[config.mk]
export PLATFORM = sky130hd
export DESIGN_NAME = vector_float_fixed_convert_top
export DESIGN_NICKNAME = d
export VERILOG_FILES = /design/src/vfc_pkg.sv /design/src/vector_float_fixed_convert_top.sv /design/src/vfc_lane.sv
export VERILOG_INCLUDE_DIRS = /design/src /design/src/src
export SDC_FILE = /design/constraint.sdc
export NUM_CORES = 2
export LEC_CHECK = 0
export BUFFER_PORTS_ARGS = -buffer_cell sky130_fd_sc_hd__buf_2
export CAP_MARGIN = 20
export CORE_UTILIZATION = 50
export DETAILED_ROUTE_END_ITERATION = 10
export GPL_TIMING_DRIVEN = 0
export PLACE_DENSITY = 0.7
export REMOVE_ABC_BUFFERS = 1
export SLEW_MARGIN = 25
export SYNTH_ARGS = -nofsm -noshare
export SYNTH_HDL_FRONTEND = slang
export SYNTH_SLANG_ARGS = --single-unit
[constraint.sdc]
create_clock -name aclk -period 31.6 [get_ports aclk]
set_input_delay 1.58 -clock aclk [delete_from_list [all_inputs] [get_ports aclk]]
set_output_delay 1.58 -clock aclk [all_outputs]
set_load 0.05 [all_outputs]
[src/vector_float_fixed_convert_top_defines.svh]
// Assertion macros for the vector float/fixed converter.
`ifndef VECTOR_FLOAT_FIXED_CONVERT_TOP_DEFINES_SVH
`define VECTOR_FLOAT_FIXED_CONVERT_TOP_DEFINES_SVH
`ifndef SYNTHESIS
`define VFC_ASSERT(label, clk, rst_n, prop, msg) \
    label: assert property (@(posedge clk) disable iff (!rst_n) (prop)) else $error(msg);
`define VFC_ASSERT_NR(label, clk, prop, msg) \
    label: assert property (@(posedge clk) (prop)) else $error(msg);
`else
`define VFC_ASSERT(label, clk, rst_n, prop, msg)
`define VFC_ASSERT_NR(label, clk, prop, msg)
`endif
`endif

[src/vfc_pkg.sv]
package vfc_pkg;
    localparam int MaxLanes = 4;
    localparam int DefLanes = 4;
    localparam int WordW = 32;

    typedef enum logic [2:0] {
        CMD_FTOI0  = 3'd0,
        CMD_FTOI4  = 3'd1,
        CMD_FTOI12 = 3'd2,
        CMD_FTOI15 = 3'd3,
        CMD_ITOF0  = 3'd4,
        CMD_ITOF4  = 3'd5,
        CMD_ITOF12 = 3'd6,
        CMD_ITOF15 = 3'd7
    } cmd_t;

    typedef struct packed {
        logic       to_float;
        logic [3:0] frac;
    } lane_ctl_t;

    function automatic logic [3:0] frac_of(input logic [1:0] sel);
        logic [3:0] f;
        case (sel)
            2'd0: f = 4'd0;
            2'd1: f = 4'd4;
            2'd2: f = 4'd12;
            default: f = 4'd15;
        endcase
        return f;
    endfunction
endpackage

[src/vector_float_fixed_convert_top.sv]
// An accepted request passes two lane stages and then the output register
// before its result appears on the m_ side.
// Throughput: one request per cycle; the pipeline stalls as a whole when the
// result is not taken. aresetn is synchronous, active low, and clears the
// valid bits only; data registers are not reset.
`include "vector_float_fixed_convert_top_defines.svh"
module vector_float_fixed_convert_top
    import vfc_pkg::*;
#(
    parameter int LANES = DefLanes
) (
    input  logic         aclk,
    input  logic         aresetn,
    input  logic         s_tvalid,
    output logic         s_tready,
    // s_tdata from bit 0: cmd[2:0], dest_mask[3:0], src_x, src_y, src_z, src_w, pad
    input  logic [135:0] s_tdata,
    output logic         m_tvalid,
    input  logic         m_tready,
    // m_tdata from bit 0: res_x, res_y, res_z, res_w, write_mask[3:0], pad
    output logic [135:0] m_tdata
);
    // Stages move together whenever the output slot is free or drained.
    logic v1_reg, v2_reg, v3_reg;
    logic adv;
    assign adv = !m_tvalid || m_tready;
    assign s_tready = adv;

    logic [2:0] cmd;
    logic [3:0] mask;
    lane_ctl_t  ctl;
    assign cmd  = s_tdata[2:0];
    assign mask = s_tdata[6:3];
    assign ctl.to_float = cmd[2];
    assign ctl.frac = frac_of(cmd[1:0]);

    // Lane i covers x, y, z, w in turn; mask bit (3-i) enables it.
    logic [3:0] wm_live;
    logic [3:0] m1_reg, m2_reg, m3_reg;
    logic [WordW-1:0] lres [MaxLanes];
    logic [WordW-1:0] out_reg [MaxLanes];

    genvar g;
    generate
        for (g = 0; g < MaxLanes; g++) begin : g_lane
            if (g < LANES) begin : g_on
                assign wm_live[3-g] = mask[3-g];
                vfc_lane u_lane (
                    .aclk (aclk),
                    .en   (adv),
                    .ctl  (ctl),
                    .src  (s_tdata[7 + 32*g +: 32]),
                    .res  (lres[g])
                );
            end else begin : g_off
                assign wm_live[3-g] = 1'b0;
                assign lres[g] = '0;
            end
        end
    endgenerate

    // Merge stage: lanes not written report zero.
    always_ff @(posedge aclk) begin
        if (adv) begin
            m1_reg <= wm_live;
            m2_reg <= m1_reg;
            m3_reg <= m2_reg;
            for (int i = 0; i < MaxLanes; i++) begin
                out_reg[i] <= m2_reg[3-i] ? lres[i] : '0;
            end
        end
    end

    always_ff @(posedge aclk) begin
        if (!aresetn) begin
            v1_reg <= 1'b0;
            v2_reg <= 1'b0;
            v3_reg <= 1'b0;
        end else if (adv) begin
            v1_reg <= s_tvalid;
            v2_reg <= v1_reg;
            v3_reg <= v2_reg;
        end
    end

    assign m_tvalid = v3_reg;
    assign m_tdata = {4'd0, m3_reg, out_reg[3], out_reg[2], out_reg[1], out_reg[0]};

    `VFC_ASSERT(a_stall_hold, aclk, aresetn, (m_tvalid && !m_tready) |=> m_tvalid, "result lost while stalled")
    `VFC_ASSERT(a_mask_lanes, aclk, aresetn, m_tvalid |-> ((m_tdata[131:128] & ~m3_reg) == 4'd0), "mask mismatch")
    `VFC_ASSERT_NR(a_reset_idle, aclk, !aresetn |=> !m_tvalid, "valid after reset")
endmodule

[src/vfc_lane.sv]
// One conversion lane, two register stages: decode/shift, then round/pack.
module vfc_lane
    import vfc_pkg::*;
(
    input  logic             aclk,
    input  logic             en,
    input  lane_ctl_t        ctl,
    input  logic [WordW-1:0] src,
    output logic [WordW-1:0] res
);
    // Stage 1 registers.
    logic       tf_reg;
    logic       neg_reg;
    logic       sat_reg;
    logic       zero_reg;
    logic [31:0] mag_reg;
    logic [4:0]  p_reg;
    logic [3:0]  frac_reg;
    logic [31:0] res_reg;

    logic        f_neg;
    logic [7:0]  f_ex;
    logic [23:0] f_sig;
    logic signed [9:0] f_sh;
    logic [31:0] f_mag;
    logic        f_sat;
    logic        f_zero;
    logic [31:0] i_mag;
    logic [4:0]  i_p;

    always_comb begin
        f_neg  = src[31];
        f_ex   = src[30:23];
        f_sig  = {1'b1, src[22:0]};
        f_sh   = $signed({2'b00, f_ex}) - 10'sd150 + $signed({6'd0, ctl.frac});
        f_sat  = (f_ex == 8'hFF) || (f_ex != 8'h00 && f_sh >= 10'sd8);
        f_zero = (f_ex == 8'h00);
        f_mag  = 32'd0;
        if (f_sh >= 10'sd0) begin
            f_mag = {8'd0, f_sig} << f_sh[2:0];
        end else if (f_sh > -10'sd24) begin
            f_mag = {8'd0, f_sig} >> 5'(-f_sh);
        end
        i_mag = src[31] ? (32'd0 - src) : src;
        i_p = 5'd0;
        for (int k = 0; k < 32; k++) begin
            if (i_mag[k]) i_p = 5'(k);
        end
    end

    always_ff @(posedge aclk) begin
        if (en) begin
            tf_reg   <= ctl.to_float;
            frac_reg <= ctl.frac;
            neg_reg  <= f_neg;
            sat_reg  <= f_sat;
            zero_reg <= ctl.to_float ? (src == 32'd0) : f_zero;
            mag_reg  <= ctl.to_float ? i_mag : f_mag;
            p_reg    <= i_p;
        end
    end

    // Stage 2: finish.
    logic [31:0] res_next;
    logic [31:0] norm;
    logic [5:0]  r;
    logic [31:0] keep;
    logic [31:0] rem;
    logic [31:0] half;
    logic [7:0]  pe;
    logic [24:0] kr;

    always_comb begin
        norm = 32'd0;
        r = 6'd0;
        keep = 32'd0;
        rem = 32'd0;
        half = 32'd0;
        kr = 25'd0;
        pe = {3'd0, p_reg};
        if (p_reg <= 5'd23) begin
            norm = mag_reg << (5'd23 - p_reg);
            kr = norm[24:0];
        end else begin
            r = {1'b0, p_reg} - 6'd23;
            keep = mag_reg >> r;
            rem = mag_reg & ((32'd1 << r) - 32'd1);
            half = 32'd1 << (r - 6'd1);
            kr = keep[24:0];
            if (rem > half || (rem == half && keep[0])) kr = kr + 25'd1;
            if (kr[24]) begin
                kr = kr >> 1;
                pe = pe + 8'd1;
            end
        end
        if (tf_reg) begin
            if (zero_reg) res_next = 32'd0;
            else res_next = {neg_reg, pe + 8'd127 - {4'd0, frac_reg}, kr[22:0]};
        end else begin
            if (sat_reg) res_next = neg_reg ? 32'h8000_0000 : 32'h7FFF_FFFF;
            else if (zero_reg) res_next = 32'd0;
            else res_next = neg_reg ? (32'd0 - mag_reg) : mag_reg;
        end
    end

    always_ff @(posedge aclk) begin
        if (en) res_reg <= res_next;
    end

    assign res = res_reg;
endmodule
==> impl_metrics.ini <==
[outcome]
status = completed

[run]
cap_violations = 0

[global_route]
track_usage_pct = 35.31
antenna_found_initial = 16
grt_pass1_vias = 55840
grt_max_degree = 116
grt_pass1_wl_mm = 340.2
grt-ovfl-total = 0

[worst_setup_path]
r2r-start = g_lane[3].g_on.u_lane.p_reg[2]
cp.arrival_ps = 12490
end_kind = register
worstSetupPathType = reg -> reg
critPathMaxStageDelay_ps = 1030
start_kind = register
cp-startpoint = g_lane[3].g_on.u_lane.p_reg[2]
crit_path_top_delay_cell = edfxtp_1
required_ps = 31980
critPathMaxFanout = 29

[sta]
fin_crit_sh_pct = 38.33
setup-violations-final = 0
finClkSkew_ps = 27.36
slew_headroom_pct = 21.10
maxSlewViolCount = 0
timing.final.ws_setup_ps = 19490
final_hold_viol_count = 0
period_minus_slack_ps = 12110
grt_setup_unrepaired = no
clock.fmax_ghz = 0.08257
fin_setup_tns_ps = 0
worst_pin_slew_ps = 1179

[routing]
wl_per_cell_um = 25.14
via_per_inst = 6.862
drc = 0
drt_iter0_drc = 8467
dr.pass1.iters = 9
vias = 62020
wl_mm = 227.2
ant_nets = 0

[logic_synthesis]
ys.warnings.count = 0
async_flop_share_pct = 0
avgSynthCellArea_um2 = 7.929
synth-adder-area-share_pct = 5.196
synth_top_family_by_area = compound AO/OA/AOI/OAI gates
synth_edf_count = 432
ys.flop_type = edfxtp_1
seq_area_frac_synth_pct = 21.43
synth_mux_area_share_pct = 17.35
ys_ff_latch = 435
syn-instance-count = 7671
synth_compound_area_share_pct = 22.68
synth-simple-area-share_pct = 22.24
synth-xor-area-share_pct = 5.124
synth_area_um2 = 60820
synth_cell_types = 110

[cts]
path_clk_slew_ps = 60
ctsLongestPathBuffers = 3
ctsHoldBuffers = 0
h-tree-depth = 2
cts_tree = built
cts_sinks = 435
worstSkewPairLatency_ps = 650
root_buffer = clkbuf_16
cts.repair.resized = 0
cts_setup_buffers = 0
cts_made_buffers = 51

[cells_and_area]
fin_util_pct = 54.17
nFillCells = 11290
drive_gt1_share_pct = 13.07
finish.instance_area_um2 = 65160
syn_to_final_growth_pct = 7.132
final_nets = 7763

[worst_hold_path]
min_from = m1_reg[1]
hp-class = reg -> reg

[placement]
pre_cts_ws_ps = 19840
numPortBuffers = 272
gp_congestion = 1.004
postPlaceCellArea_um2 = 63310
dp_hpwl_mm = 168.4

[floorplan]
initial_core_util_pct = 50.56
die_area_um2 = 123000
die_h_um = 350.8
fp.coreArea_um2 = 120300
core.rowCount = 127
die_w_um = 350.8
ios = 278

[power_and_ir_drop]
swShare_pct = 48.22
power_density_nw_per_um2 = 60.12
power.internal_mw = 2.028
power.net_switching_mw = 1.889
seq_power_share_pct = 24.6
p_leak_nw = 25.36
p_comb_share_pct = 60.0
vdd_drop_max_mv = 0.05871
power_frac_clock_pct = 15.3
-- cells in the mapped netlist, drive strengths merged, types with 76 or more instances --
library cell	number	area (µm²)
o22ai	125	782.0
nand2	932	3501
xor2	158	1403
inv	172	645.6
o22a	81	709.4
mux2i	448	4484
xnor2	188	1714
edfxtp	432	12970
o21ai	426	2132
a31oi	98	613.1
nor2b	123	769.5
nor3	204	1021
mux2	195	2196
mux4	172	3874
o211ai	83	623.1
buf	151	798.3
a221oi	76	665.6
ha	239	2990
nor2	559	2106
a21oi	627	3149
clkbuf	573	2153
nand3	223	1126
and2	225	1408
-- power groups by stage --
stage	Clock (mW)	Sequential (mW)	Combinational, mW
2_1_floorplan	0	1.03	1.49
3_3_place_gp	0	1.00	2.17
3_5_place_dp	0	0.967	2.27
4_1_cts	0.612	0.957	2.28
5_1_grt	0.633	0.974	2.51
6_report	0.600	0.965	2.35
-- worst paths after layout --
kind	end	slack [ps]	cells past startpoint
worst max-delay path	g_lane[3].g_on.u_lane.res[30]	19490	32
worst min-delay path	m2_reg[1]	430	0
worst max register to register	g_lane[3].g_on.u_lane.res[30]	19490	32
worst min register to register	m2_reg[1]	430	0
-- placed cells by master, fill, tap and decap left out, types with 65 or more instances in the layout --
| cell | n |
|---|---|
| a31oi_1 | 98 |
| a21oi_1 | 624 |
| o31ai_1 | 70 |
| edfxtp_1 | 432 |
| nand2b_1 | 65 |
| o21ai_0 | 421 |
| nor3_1 | 203 |
| inv_1 | 162 |
| o211ai_1 | 83 |
| nand3_1 | 220 |
| xnor2_1 | 162 |
| buf_2 | 271 |
| mux2_2 | 195 |
| mux2i_1 | 448 |
| a221oi_1 | 76 |
| nand2_1 | 930 |
| nor3b_1 | 66 |
| and2_1 | 224 |
| xor2_1 | 153 |
| o22ai_1 | 125 |
| ha_1 | 223 |
| nor2_1 | 556 |
| o22a_1 | 81 |
| mux4_2 | 172 |
| a211oi_1 | 68 |
| nor2b_1 | 123 |
-- cell type report --
type                            instances  area (µm²)  share of cell area [%]
Inverter                              182       688.2                   1.056
Clock buffer                           58        1303                   1.999
Multi-Input combinational cell       6333       44610                   68.46
Clock inverter                         35       401.6                  0.6164
Tap cell                             1612        2017                   3.095
Antenna cell                           10       25.02                 0.03840
Sequential cell                       435       13030                   20.00
Timing Repair Buffer                  373        3083                   4.731
-- layer usage --
layer / wire [µm] / vias to the layer above / track usage [%]
met5: 19 / - / 0
met4: 9927 / 2 / 13.95
met3: 23560 / 575 / 5.637
met2: 100200 / 3782 / 54.86
met1: 93510 / 29640 / 48.90
li1: - / 28020 / -
-- critical path: cells and delay by family, from the launching register on --
| family | cells | cell delay, ps |
|---|---|---|
| DFF | 1 | 1030 |
| muxes | 2 | 600 |
| adders and majority gates | 3 | 1500 |
| buffers and inverters | 5 | 1760 |
| AOI/OAI and AO/OA | 13 | 3640 |
| and+or+nand+nor | 9 | 3260 |
-- cell families (layout without fill, tap and decap cells) --
kind of cell	count (synthesis)	in the layout
other	1	14
AO/OA/AOI/OAI	2137	2137
adder cells (fa/ha/maj)	248	248
buffers and inverters	906	648
multiplexers	815	815
flip-flops	435	435
XOR/XNOR	346	346
AND/OR/NAND/NOR	2783	2783
-- per-stage QoR --
stage               hold WS, ps  total power [mW]  instances
floorplan                 400.3             2.519       6950
global placement          404.3             3.175       8834
detailed placement        405.2             3.238       8931
CTS                       426.7             3.853       9024
global route              447.3             4.120       9037
finish                    426.7             3.917       9038
No activity file was read; power rests on OpenSTA's default activity.
